==> config.mk <==
export PLATFORM = sky130hd
export DESIGN_NAME = motor_command_frame_builder_top
export DESIGN_NICKNAME = d
export VERILOG_FILES = /design/src/sv/mcfb_pkg.sv /design/src/sv/mcfb_front.sv /design/src/sv/mcfb_queue.sv /design/src/sv/mcfb_back.sv /design/src/sv/motor_command_frame_builder_top.sv
export VERILOG_INCLUDE_DIRS = /design/src /design/src/sv
export SDC_FILE = /design/constraint.sdc
export NUM_CORES = 1
export LEC_CHECK = 0
export BUFFER_PORTS_ARGS = -buffer_cell sky130_fd_sc_hd__buf_2
export CAP_MARGIN = 20
export CORE_AREA = 2 2 130 120
export CTS_CLUSTER_DIAMETER = 150
export CTS_CLUSTER_SIZE = 16
export DETAILED_ROUTE_END_ITERATION = 7
export DIE_AREA = 0 0 132 122
export PLACE_DENSITY_LB_ADDON = 0.05
export SLEW_MARGIN = 20
export SYNTH_ARGS = -nofsm -noshare
export SYNTH_HDL_FRONTEND = slang
export SYNTH_SLANG_ARGS = --single-unit
==> constraint.sdc <==
create_clock -name i_clk -period 5.6 [get_ports i_clk]
set_input_delay 0.28 -clock i_clk [delete_from_list [all_inputs] [get_ports i_clk]]
set_output_delay 0.28 -clock i_clk [all_outputs]
set_load 0.01 [all_outputs]
==> src/sv/motor_command_frame_builder_top_macros.svh <==
// ----------------------------------------------------------------------------
// motor command frame builder assertion macros
// shared concurrent check forms, sampled on the rising clock edge
// ----------------------------------------------------------------------------
`ifndef MOTOR_COMMAND_FRAME_BUILDER_TOP_MACROS_SVH
`define MOTOR_COMMAND_FRAME_BUILDER_TOP_MACROS_SVH

// same-cycle implication, off while reset is held
`define MCFB_ASSERT_NOW(label, clk, rst_n, ante, cons, msg) \
    label: assert property (@(posedge clk) disable iff (!(rst_n)) (ante) |-> (cons)) \
        else $error(msg);

// next-cycle implication, off while reset is held
`define MCFB_ASSERT_NEXT(label, clk, rst_n, ante, cons, msg) \
    label: assert property (@(posedge clk) disable iff (!(rst_n)) (ante) |=> (cons)) \
        else $error(msg);

`endif

==> src/sv/mcfb_pkg.sv <==
// ----------------------------------------------------------------------------
// mcfb_pkg
// types, frame constants and crc helper for the motor command frame builder
// ----------------------------------------------------------------------------
package mcfb_pkg;

    // input request as seen on the push side
    typedef struct packed {
        logic [7:0] left_speed;
        logic [7:0] right_speed;
        logic [2:0] direction;
    } t_cmd_in;

    // one frame byte as seen on the pop side
    typedef struct packed {
        logic [7:0] frame_byte;
        logic [3:0] byte_index;
        logic       last_byte;
    } t_frame_out;

    // classified command held between front and back
    typedef struct packed {
        logic [7:0] left_speed;
        logic [7:0] right_speed;
        logic [7:0] dir_byte;
        logic       known;
    } t_cmd;

    // queue status seen by both neighbors
    typedef struct packed {
        logic empty;
        logic full;
    } t_q_status;

    typedef logic [3:0] t_idx;

    // frame constants
    localparam logic [7:0]  FRAME_START   = 8'hFF;
    localparam logic [7:0]  FRAME_COMMAND = 8'h07;
    localparam logic [7:0]  SPEED_TAG     = 8'h01;
    localparam logic [15:0] CRC_INIT      = 16'hFFFF;
    localparam logic [15:0] CRC_POLY      = 16'hA001;

    // direction codes and their bytes
    localparam logic [2:0] DIR_FORWARD  = 3'd1;
    localparam logic [2:0] DIR_RIGHT    = 3'd2;
    localparam logic [2:0] DIR_LEFT     = 3'd3;
    localparam logic [2:0] DIR_BACKWARD = 3'd4;
    localparam logic [7:0] BYTE_FORWARD  = 8'b0101_0000;
    localparam logic [7:0] BYTE_RIGHT    = 8'b0100_0000;
    localparam logic [7:0] BYTE_LEFT     = 8'b0001_0000;
    localparam logic [7:0] BYTE_BACKWARD = 8'b0000_0000;

    // byte positions within the frame
    localparam t_idx IDX_START  = 4'd0;
    localparam t_idx IDX_CMD    = 4'd1;
    localparam t_idx IDX_LEFT   = 4'd2;
    localparam t_idx IDX_TAG_L  = 4'd3;
    localparam t_idx IDX_RIGHT  = 4'd4;
    localparam t_idx IDX_TAG_R  = 4'd5;
    localparam t_idx IDX_DIR    = 4'd6;
    localparam t_idx IDX_CRC_LO = 4'd7;
    localparam t_idx IDX_CRC_HI = 4'd8;

    // map a direction code to its command fields
    function automatic t_cmd classify(input t_cmd_in c);
        t_cmd r;
        r.left_speed  = c.left_speed;
        r.right_speed = c.right_speed;
        r.known       = 1'b1;
        unique case (c.direction)
            DIR_FORWARD:  r.dir_byte = BYTE_FORWARD;
            DIR_RIGHT:    r.dir_byte = BYTE_RIGHT;
            DIR_LEFT:     r.dir_byte = BYTE_LEFT;
            DIR_BACKWARD: r.dir_byte = BYTE_BACKWARD;
            default: begin
                r.dir_byte = BYTE_BACKWARD;
                r.known    = 1'b0;
            end
        endcase
        return r;
    endfunction

    // one byte through the reflected crc, bit by bit
    function automatic logic [15:0] crc_feed(input logic [15:0] crc, input logic [7:0] b);
        logic [15:0] c;
        c = crc ^ {8'h00, b};
        for (int k = 0; k < 8; k++) begin
            c = c[0] ? ((c >> 1) ^ CRC_POLY) : (c >> 1);
        end
        return c;
    endfunction

endpackage

==> src/sv/mcfb_front.sv <==
// ----------------------------------------------------------------------------
// mcfb_front
// takes requests, decodes the direction and hands them to the queue
// ----------------------------------------------------------------------------
module mcfb_front import mcfb_pkg::*; (
    input  logic      i_clk,
    input  logic      i_rst_n,
    input  logic      push,
    output logic      full,
    input  t_cmd_in   i_cmd,
    input  t_q_status i_q_status,
    output logic      o_q_push,
    output t_cmd      o_q_data
);

    logic r_valid;
    logic n_valid;
    t_cmd r_cmd;
    logic w_accept;

    // stage holds one request until the queue takes it
    assign o_q_push = r_valid && !i_q_status.full;
    assign full     = r_valid && i_q_status.full;
    assign w_accept = push && !full;
    assign o_q_data = r_cmd;

    always_comb begin
        n_valid = r_valid;
        if (w_accept) begin
            n_valid = 1'b1;
        end else if (o_q_push) begin
            n_valid = 1'b0;
        end
    end

    // control
    always_ff @(posedge i_clk) begin
        if (!i_rst_n) begin
            r_valid <= 1'b0;
        end else begin
            r_valid <= n_valid;
        end
    end

    // payload, classified on the way in
    always_ff @(posedge i_clk) begin
        if (w_accept) begin
            r_cmd <= classify(i_cmd);
        end
    end

endmodule

==> src/sv/mcfb_queue.sv <==
// ----------------------------------------------------------------------------
// mcfb_queue
// small first-in first-out store of decoded commands between front and back
// ----------------------------------------------------------------------------
module mcfb_queue import mcfb_pkg::*; #(
    parameter int DEPTH = 2
) (
    input  logic      i_clk,
    input  logic      i_rst_n,
    input  logic      i_push,
    input  t_cmd      i_data,
    input  logic      i_pop,
    output t_cmd      o_head,
    output t_q_status o_status
);

    localparam int PTR_W = (DEPTH > 1) ? $clog2(DEPTH) : 1;
    localparam int CNT_W = $clog2(DEPTH + 1);

    t_cmd             r_mem [DEPTH];
    logic [PTR_W-1:0] r_wr_ptr;
    logic [PTR_W-1:0] r_rd_ptr;
    logic [CNT_W-1:0] r_count;
    logic [CNT_W-1:0] n_count;
    logic             w_wr;
    logic             w_rd;

    assign o_status.empty = (r_count == '0);
    assign o_status.full  = (r_count == CNT_W'(DEPTH));
    assign w_wr           = i_push && !o_status.full;
    assign w_rd           = i_pop && !o_status.empty;
    assign o_head         = r_mem[r_rd_ptr];

    always_comb begin
        n_count = r_count;
        if (w_wr && !w_rd) begin
            n_count = r_count + CNT_W'(1);
        end else if (w_rd && !w_wr) begin
            n_count = r_count - CNT_W'(1);
        end
    end

    // pointers and fill count
    always_ff @(posedge i_clk) begin
        if (!i_rst_n) begin
            r_wr_ptr <= '0;
            r_rd_ptr <= '0;
            r_count  <= '0;
        end else begin
            r_count <= n_count;
            if (w_wr) begin
                r_wr_ptr <= (r_wr_ptr == PTR_W'(DEPTH - 1)) ? '0 : r_wr_ptr + PTR_W'(1);
            end
            if (w_rd) begin
                r_rd_ptr <= (r_rd_ptr == PTR_W'(DEPTH - 1)) ? '0 : r_rd_ptr + PTR_W'(1);
            end
        end
    end

    // storage
    always_ff @(posedge i_clk) begin
        if (w_wr) begin
            r_mem[r_wr_ptr] <= i_data;
        end
    end

endmodule

==> src/sv/mcfb_back.sv <==
// ----------------------------------------------------------------------------
// mcfb_back
// walks one command through its frame bytes and runs the crc alongside
// ----------------------------------------------------------------------------
`include "motor_command_frame_builder_top_macros.svh"

module mcfb_back import mcfb_pkg::*; (
    input  logic       i_clk,
    input  logic       i_rst_n,
    input  t_cmd       i_q_head,
    input  t_q_status  i_q_status,
    output logic       o_q_pop,
    output logic       empty,
    input  logic       pop,
    output t_frame_out o_frame
);

    logic        r_busy;
    t_idx        r_idx;
    t_cmd        r_cmd;
    logic [15:0] r_crc;
    logic        r_out_valid;
    t_frame_out  r_out;

    logic        w_advance;
    logic        w_go;
    t_cmd        w_cmd;
    t_idx        w_idx;
    logic [7:0]  w_byte;
    logic        w_last;

    // output register frees up when empty or being drained
    assign w_advance = !r_out_valid || pop;
    assign w_go      = w_advance && (r_busy || !i_q_status.empty);
    assign w_cmd     = r_busy ? r_cmd : i_q_head;
    assign w_idx     = r_busy ? r_idx : IDX_START;
    assign o_q_pop   = w_go && !r_busy;
    assign w_last    = w_cmd.known ? (w_idx == IDX_CRC_HI) : (w_idx == IDX_TAG_R);
    assign empty     = !r_out_valid;
    assign o_frame   = r_out;

    // byte select
    always_comb begin
        unique case (w_idx)
            IDX_START:  w_byte = FRAME_START;
            IDX_CMD:    w_byte = FRAME_COMMAND;
            IDX_LEFT:   w_byte = w_cmd.left_speed;
            IDX_TAG_L:  w_byte = SPEED_TAG;
            IDX_RIGHT:  w_byte = w_cmd.right_speed;
            IDX_TAG_R:  w_byte = SPEED_TAG;
            IDX_DIR:    w_byte = w_cmd.dir_byte;
            IDX_CRC_LO: w_byte = r_crc[7:0];
            IDX_CRC_HI: w_byte = r_crc[15:8];
            default:    w_byte = FRAME_START;
        endcase
    end

    // frame sequencer and output valid
    always_ff @(posedge i_clk) begin
        if (!i_rst_n) begin
            r_busy      <= 1'b0;
            r_idx       <= IDX_START;
            r_out_valid <= 1'b0;
        end else begin
            if (w_go) begin
                r_busy      <= !w_last;
                r_idx       <= w_idx + 4'd1;
                r_out_valid <= 1'b1;
            end else if (pop) begin
                r_out_valid <= 1'b0;
            end
        end
    end

    // command hold, crc and output payload
    always_ff @(posedge i_clk) begin
        if (o_q_pop) begin
            r_cmd <= i_q_head;
        end
        if (w_go) begin
            r_out.frame_byte <= w_byte;
            r_out.byte_index <= w_idx;
            r_out.last_byte  <= w_last;
            if (w_idx == IDX_START) begin
                r_crc <= CRC_INIT;
            end else if (w_idx <= IDX_DIR) begin
                r_crc <= crc_feed(r_crc, w_byte);
            end
        end
    end

    // checks
    `MCFB_ASSERT_NOW(a_last_pos, i_clk, i_rst_n, r_out_valid && r_out.last_byte, r_out.byte_index == IDX_TAG_R || r_out.byte_index == IDX_CRC_HI, "last byte at wrong index")
    `MCFB_ASSERT_NOW(a_start_has_cmd, i_clk, i_rst_n, w_go && !r_busy, !i_q_status.empty, "frame start without command")
    `MCFB_ASSERT_NEXT(a_busy_after_mid, i_clk, i_rst_n, w_go && !w_last, r_busy, "frame dropped before last byte")

endmodule

==> src/sv/motor_command_frame_builder_top.sv <==
// ----------------------------------------------------------------------------
// motor_command_frame_builder_top: drive command to byte frame with crc-16
// path: a taken request passes the input stage, the queue and the output register
// throughput: one byte per cycle unless pop stalls; 9 bytes a frame (6 if short)
// reset: synchronous active low, empties the input stage, queue and output
// ----------------------------------------------------------------------------
module motor_command_frame_builder_top import mcfb_pkg::*; #(
    parameter int QUEUE_DEPTH = 2
) (
    input  logic       i_clk,
    input  logic       i_rst_n,
    input  logic       push,
    output logic       full,
    input  t_cmd_in    i_cmd,
    output logic       empty,
    input  logic       pop,
    output t_frame_out o_frame
);

    logic      w_q_push;
    t_cmd      w_q_data;
    logic      w_q_pop;
    t_cmd      w_q_head;
    t_q_status w_q_status;

    // request intake and direction decode
    mcfb_front u_front (
        .i_clk      (i_clk),
        .i_rst_n    (i_rst_n),
        .push       (push),
        .full       (full),
        .i_cmd      (i_cmd),
        .i_q_status (w_q_status),
        .o_q_push   (w_q_push),
        .o_q_data   (w_q_data)
    );

    // decoupling queue
    mcfb_queue #(
        .DEPTH (QUEUE_DEPTH)
    ) u_queue (
        .i_clk    (i_clk),
        .i_rst_n  (i_rst_n),
        .i_push   (w_q_push),
        .i_data   (w_q_data),
        .i_pop    (w_q_pop),
        .o_head   (w_q_head),
        .o_status (w_q_status)
    );

    // frame byte sequencer
    mcfb_back u_back (
        .i_clk      (i_clk),
        .i_rst_n    (i_rst_n),
        .i_q_head   (w_q_head),
        .i_q_status (w_q_status),
        .o_q_pop    (w_q_pop),
        .empty      (empty),
        .pop        (pop),
        .o_frame    (o_frame)
    );

endmodule
==> summary.md, run 1 <==
| Metric | Value |
|---|---|
| Worst setup EP type | flip-flop |
| Top cell family by delay on the critical path | flip-flops |
| Avg Cell Area, Syn | roughly 14 sq um |
| Fin crit share | between 70 and 80% |
| Initial Utilization | ~34% |
| Post-DRT Antenna Nets | 0 |
| Max Slew Vio Count | 0 |
| Detailed-route vias per instance | 4.523 |
| Grt ovf | 0 |
| NumNets Final | 418 |
| Worst hold-check path type | in2reg |
| 1st-iter DRT viols | ~190 |
| Final hold violations | 0 |
| Worst Hold Launch | i_cmd[3] |
| Layout cell share with drive strength beyond 1 | between 20% and 30% |
| Clk sink count | approximately 120 |
| Worst R2R Setup Slack | 1560 ps |
| Sink of the worst hold path | u_front.o_q_data[9] |
| Total CTS buffers | 17 |
| Antenna cells | 0 |
| Clock Tree Buf Depth | 2 |
| Top Ports | 38 |
| Clock power share | roughly a third |
| Startpoint Class | flip-flop |
| DRC viols | 0 |
| Top post-synthesis cells by area | edfxtp_1 62%, dfxtp_1 4.7%, mux2_2 3.8%, nand2_1 2.1%, xnor2_1 2.1% |
| Maximum number of pins on one net before global-route repair | 29 |
| Flops & latches, synth | ~120 |
| CTS Hold Buffers Added | 0 |
| Switching portion of total power | between 20 and 30% |
| Ys flop type | edfxtp_1 |
| Netlist cell types | 62 |
| Tot GR Track Use | 12.94% |
| Crit Reg-Reg Endpoint | u_back.r_crc[0] |
| Core area | around 15,000 sq um |
| Syn Inst Count | 350 |
| Critical Setup Path Class | reg2reg |
| DP HPWL | ~6.4 mm |
| Setup Skew | about 4.2 ps |
| Synthesized area | 5072 sq um |
| Row count | 43 |
| Max Clk Rate | roughly 250 MHz |
| Internal | 2.116 mW |
| Multi-input combinational cell area | 1545 sq um |
| I/O Buffers | 37 |
| Synth Net Count | roughly 380 |
| Synth top area share | 62.16% |
| EDFF count, synth | roughly 110 |
| Initial antenna violation count | 0 |
| Worst-path cell chain | and2_1 > inv_1 > ha_1 > or3_1 > a22oi_1 > or3b_4 > mux2i_2 > xnor3_1 > xor2_1 > xnor3_1 > mux2i_1 |
| Reg clk slew, reported paths | 50 ps |
| CP max-delay cell | dfxtp_1 |
| Total Wirelength | around 9.6 mm |
| Max Cap Viol | 0 |
| Worst path most repeated cell | xnor3_1 |
| Post-synthesis sequential area ratio | 66.90% |
| Worst Setup SP | u_back.r_busy |
| Clk root buf | clkbuf_16 |
| Vias | around 2,700 |
| WP buf/inv | 1 |
| R2R depth | 11 |
| WP data required | between 5000 and 6000 ps |
| Most frequent cells in the layout | 105 x edfxtp_1, 37 x buf_2, 29 x nand2_1 |
| Max-slew headroom | ~34% |
| Synth warn | 0 |
| Hold path depth | 1 |
| Post-CTS setup buffer count | 0 |
| Most common cell after layout, fill and taps aside | edfxtp_1 |
| PD cells | 493.7 nW/um^2 |
| DR WL/cell | about 16 um |
| Drt first pass iters | 4 |
| Worst-margin pin slew | about 1000 ps |
| Sequential share of power | between 40% and 50% |
| Crit-path max FO | 28 |
| H-tree level count | 4 |
| Die width | between 100 and 150 um |
| Crit path time final | about 4000 ps |
| Synth async-reset ratio | 0% |
| Area Overhead vs Synth | 18.13% |
| CTS tree | built |
| Largest area contributor in the netlist | edfxtp_1 |
| Worst reg2reg path startpoint | u_back.r_busy |
| CP max stage delay | roughly 940 ps |
| Gate power share | 20.8% |
| Vias in the first global route | between 2,000 and 3,000 |
| Fillers | between 1,000 and 1,500 |
| Outcome | finished, final reports clean |
| Setup tns final | 0 ps |
| PostCTS Resize Cnt | 0 |
| Lkg Pwr | around 2.1 nW |
| Die Height | 122 um |
| RSZ-0062 raised after global routing | no |
| Peak supply drop | between 150 and 200 uV |
| Final setup fails | 0 |
| First-pass GRT wire length | about 15 mm |
| Clk Latency, worst-skew pair | roughly 400 ps |
| Overall die area | around 16,000 sq um |
| Arr. time, crit path | 4170 ps |
| Global placer's final weighted congestion | ~0.84 |
| FF/Latch Area | 3393 sq um |
| Psw | around 0.84 mW |
| Util after Layout | 40.21% |
[Yosys cell counts, types with 3 or more instances]
cell type / count
dfxtp_1: 12
o21ai_1: 3
buf_1: 3
or2_2: 4
ha_1: 5
clkbuf_1: 5
a21oi_1: 5
o21ai_0: 8
buf_2: 4
nand3_1: 5
nor2_1: 12
and2_1: 9
nor2b_1: 7
mux2_2: 17
o21a_1: 3
a22oi_1: 8
inv_1: 9
nand2_1: 29
mux2i_1: 6
a21o_1: 4
nand2b_1: 10
buf_4: 5
edfxtp_1: 105
nor3_1: 5
xnor3_1: 3
xor2_1: 7
xnor2_1: 12
[kinds of logic (layout without fill, tap and decap cells)]
| kind of cell | count (synthesis) | in the layout | synth area share (%) |
|---|---|---|---|
| DFF | 117 | 117 | 66.90 |
| buffers and inverters | 28 | 80 | 2.689 |
| muxes | 27 | 27 | 6.019 |
| xor gates and xnor gates | 24 | 24 | 5.254 |
| and+or+nand+nor | 94 | 94 | 9.521 |
| adders and majority gates | 5 | 5 | 1.233 |
| AOI/OAI and AO/OA | 55 | 55 | 8.387 |
[registers in the layout (all words and copies together) (netlist names), named ones only]
| name | count |
|---|---|
| u_queue.r_rd_ptr | 1 |
| u_front.r_valid | 1 |
| u_queue.r_wr_ptr | 1 |
| u_queue.r_count | 2 |
| u_back.r_crc | 16 |
| u_back.r_idx | 4 |
| u_back.r_busy | 1 |
| u_back.o_frame | 13 |
| u_back.r_out_valid | 1 |
| u_back.r_cmd | 19 |
| u_queue.r_mem | 38 |
| u_front.o_q_data | 19 |
[power groups by stage]
| stage | clock [mW] | sequential [mW] | combinational, mW |
|---|---|---|---|
| CTS | 1.05 | 1.33 | 0.633 |
| global placement | 0 | 1.34 | 0.629 |
| floorplan | 0 | 1.29 | 0.487 |
| global route | 1.09 | 1.35 | 0.686 |
| finish | 1.02 | 1.32 | 0.616 |
| detailed placement | 0 | 1.34 | 0.630 |
[worst max-delay path by stage]
stage / slack, ps / depth (start not counted) / end
floorplan: 1830 / 15 / u_back.r_crc[0]
global placement: 1670 / 11 / u_back.r_crc[0]
detailed placement: 1560 / 11 / u_back.r_crc[0]
CTS: 1560 / 11 / u_back.r_crc[0]
global route: 1290 / 11 / u_back.r_crc[0]
finish: 1560 / 11 / u_back.r_crc[0]
[per-stage QoR]
stage | area, sq um | hold WS, ps | worst slack (ps) | power, mW | instances
after CTS | 5992 | 24.62 | 1559 | 3.012 | 604
after global placement | 5429 | 426.4 | 1667 | 1.973 | 573
final | 5992 | 49.23 | 1563 | 2.958 | 604
after global routing | 5992 | 21.96 | 1285 | 3.121 | 604
after floorplan | 5072 | 378.9 | 1830 | 1.774 | 350
after detailed placement | 5429 | 429.6 | 1560 | 1.972 | 573
[worst register-to-register path, delay by kind of cell (launching register included)]
kind	cells	cell delay (ps)
AND/OR/NAND/NOR	3	930
flip-flops	1	940
multiplexers	2	390
AO/OA/AOI/OAI	1	340
XOR/XNOR	3	740
adder cells (fa/ha/maj)	1	340
buffers and inverters	1	100
[final cells by class]
type                            instances  area share, %
Tap cell                              202          4.218
Multi-Input combinational cell        205          25.79
Clock buffer                           17          7.100
Inverter                               10         0.6264
Sequential cell                       117          56.63
Clock inverter                         14          2.297
Timing Repair Buffer                   39          3.341
[layer usage]
metal	wire (um)	vias up	track usage (%)	share of wire, %
met5	0	-	0	0
met4	165	0	5.774	1.7
met3	373	9	4.370	3.9
met2	4185	52	18.75	43
met1	4898	1291	17.62	51
li1	-	1380	-	-
No activity file was read; power rests on OpenSTA's default activity.
==> run 2: changes to the inputs <==
- ABC_AREA: unset -> 1
- clock period: 5.6 -> 3.53 ns (I/O delays scaled with it)
==> summary.md, run 2 <==
| Metric | Value |
|---|---|
| Combinational family with the most area after synthesis | simple AND/OR/NAND/NOR gates |
| Synth warn | 0 |
| Mux cell area share after synthesis | 0% |
| Critical Setup Path Class | reg2reg |
| Crit-path max FO | 5 |
| DR WL/cell | between 10 and 15 um |
| Tot GR Track Use | between 10% and 20% |
| Core area | between 10,000 and 15,000 sq um |
| Placed Instances | 702 |
| DP Worst Slack | ~410 ps |
| Fillers | between 1,000 and 1,500 |
| Antenna cells | 0 |
| 1st-iter DRT viols | ~190 |
| Post-synth top cells | 117 x nand2_1, 105 x edfxtp_1, 50 x inv_1 |
| Synth top area share | 62.07% |
| Syn Inst Count | 462 |
| Maximum number of pins on one net before global-route repair | 27 |
| Layout cell share with drive strength beyond 1 | roughly a fifth |
| Synth async-reset ratio | 0% |
| Worst-margin pin slew | 754.2 ps |
| First-pass GRT wire length | between 15 and 20 mm |
| Reg clk slew, reported paths | around 60 ps |
| Clock Tree Buf Depth | 2 |
| WP data required | 3670 ps |
| Die Height | around 120 um |
| Initial Utilization | ~34% |
| Setup Skew | about 8.2 ps |
| Area share of fa/ha/maj cells after synthesis | around 1.2% |
| Netlist cell types | 38 |
| Initial antenna violation count | 0 |
| Die width | between 100 and 150 um |
| Largest area contributor in the netlist | edfxtp_1 |
| Vias in the first global route | 3,230 |
| Fin worst setup slack | ~450 ps |
| Top Ports | 38 |
| Fin cells | 750 |
| Total Wirelength | just over 10 mm |
| Max-slew headroom | 49.66% |
| Post-Synth Simple-Gate Area | 19.93% |
| Worst setup EP type | flip-flop |
| Peak supply drop | about 330 uV |
| Dpl cell area | between 5000 and 6000 sq um |
| Most common cell after layout, fill and taps aside | nand2_1 |
| Max Clk Rate | 324.5 MHz |
| Detailed-route vias per instance | 4.453 |
| Synth Area in Compound Gates | under 10% |
| Clk Latency, worst-skew pair | 410 ps |
| Fin crit share | 87.30% |
| Ys flop type | edfxtp_1 |
| Vias | between 3,000 and 4,000 |
| Final hold violations | 0 |
| Clk sink count | 117 |
| Count leader, synth | nand2_1 |
| Setup tns final | 0 ps |
| I/O Buffers | 37 |
| DRC viols | 0 |
| Max reg flops | 38 |
| Avg Cell Area, Syn | 11.00 sq um |
| Post-Synth XOR/XNOR Area | ~1.2% |
| Global placer's final weighted congestion | 0.8041 |
| EDFF count, synth | 105 |
| Overall die area | 16,100 sq um |
| Clk root buf | clkbuf_16 |
| Crit path time final | 3082 ps |
| Lkg Pwr | 2.562 nW |
| Startpoint Class | flip-flop |
| Total power | around 5.3 mW |
| Area Overhead vs Synth | 23.15% |
| RSZ-0062 raised after global routing | no |
| Post-synthesis sequential area ratio | around 67% |
| DP HPWL | between 7 and 8 mm |
| Max Slew Vio Count | 0 |
| Row count | 43 |
| Synthesized area | slightly above 5000 sq um |
| Max Cap Viol | 0 |
| Total CTS buffers | 17 |
| Synth Net Count | a little under 500 |
| Final instance area | roughly 6300 sq um |
| Reg with most FFs | u_queue.r_mem |
| Outcome | finished, final reports clean |
| Worst hold-check path type | in2reg |
| Final setup fails | 0 |
| PD cells | 841.8 nW/um^2 |
| Flops & latches, synth | 117 |
| H-tree level count | 4 |
| CTS tree | built |
| Drt first pass iters | 4 |
| Most frequent cells in the layout | 117 x nand2_1, 105 x edfxtp_1, 50 x inv_1 |
| Arr. time, crit path | about 3200 ps |
| NumNets Final | between 500 and 600 |
| Top post-synthesis cells by area | edfxtp_1 62%, nand2_1 8.6%, dfxtp_1 4.7%, nand3_1 4.0%, inv_1 3.7% |
| Grt ovf | 0 |
| Post-DRT Antenna Nets | 0 |
## run 2: cell types whose count changed after synthesis, sizes merged, moves of 8 or more
cell    previous run  this run
inv               10        55
nand3              5        50
xnor2             13         2
mux2              19         0
nand2b            10         0
nand2             30       128
and2               9         0
mux2i              8         0
o21ai             12        24
nor2              14        36
nor2b              8         0
## run 2: what timing repair did
action	in CTS	in global routing
resized for setup	0	1
hold buffers	16	0
endpoints found under the setup margin	0	1
hold endpoints to repair	16	0
setup buffers	0	0
## run 2: metal layers
layer	share of wire, %	track usage [%]	wire [um]	vias up
met2	47	22.33	4773	57
met1	48	17.90	4871	1550
met3	3.9	4.702	393	9
li1	-	-	-	1724
met5	0	0	0	-
met4	1.2	5.095	120	0
## run 2: worst max-delay path, stage by stage, from the launching register on
cell,delay [ps]
dfxtp_1,350
nand2_1,100
inv_1,180
ha_1,240
inv_1,110
nor2_2,140
buf_4,140
o21ai_1,60
a21oi_1,200
nor3_1,100
nand2_1,120
nand2_1,60
nand2_1,130
inv_1,80
nand3_1,120
nand3_2,120
nand3_1,150
nand3_1,90
nand3_1,120
nand2_1,70
nand2_1,50
nand3_1,50
## run 2: worst paths after layout
kind | startpoint | endpoint | slack (ps) | cells after the start
worst max register to register | u_back.r_busy | u_back.r_crc[0] | 450 | 21
worst min register to register | u_front.o_q_data[12] | u_queue.r_mem[1][11] | 440 | 0
worst min-delay path | push | u_front.r_valid | 40 | 3
worst max-delay path | u_back.r_busy | u_back.r_crc[0] | 450 | 21
## run 2: area by class of cell
cell class / count / area (sq um) / area share [%]
inverter: 55 / 206.4 / 3.300
timing repair buffer: 62 / 412.9 / 6.600
multi-input combinational: 282 / 1446 / 23.12
clock buffer: 19 / 432.9 / 6.920
tap: 202 / 252.7 / 4.040
sequential: 117 / 3393 / 54.24
clock inverter: 13 / 111.4 / 1.780
## run 2: report_power, final
group,leakage (nW),switching (mW),internal [mW]
Combinational,1.26,1.11,0.481
Clock,0.262,0.596,0.960
Sequential,1.04,0.124,1.99
Total,2.56,1.83,3.43
## run 2: kinds of logic after synthesis
group                      count (synthesis)
xor gates and xnor gates                   7
AOI/OAI and AO/OA                         48
buffers and inverters                     63
and+or+nand+nor                          222
adders and majority gates                  5
DFF                                      117
## run 2: through the flow
stage | util (%) | hold WS [ps]
floorplan | - | 275.4
global placement | 37.23 | 353.0
detailed placement | 37.23 | 354.6
CTS | 41.96 | 15.73
global route | 41.98 | 41.63
finish | 41.98 | 35.74
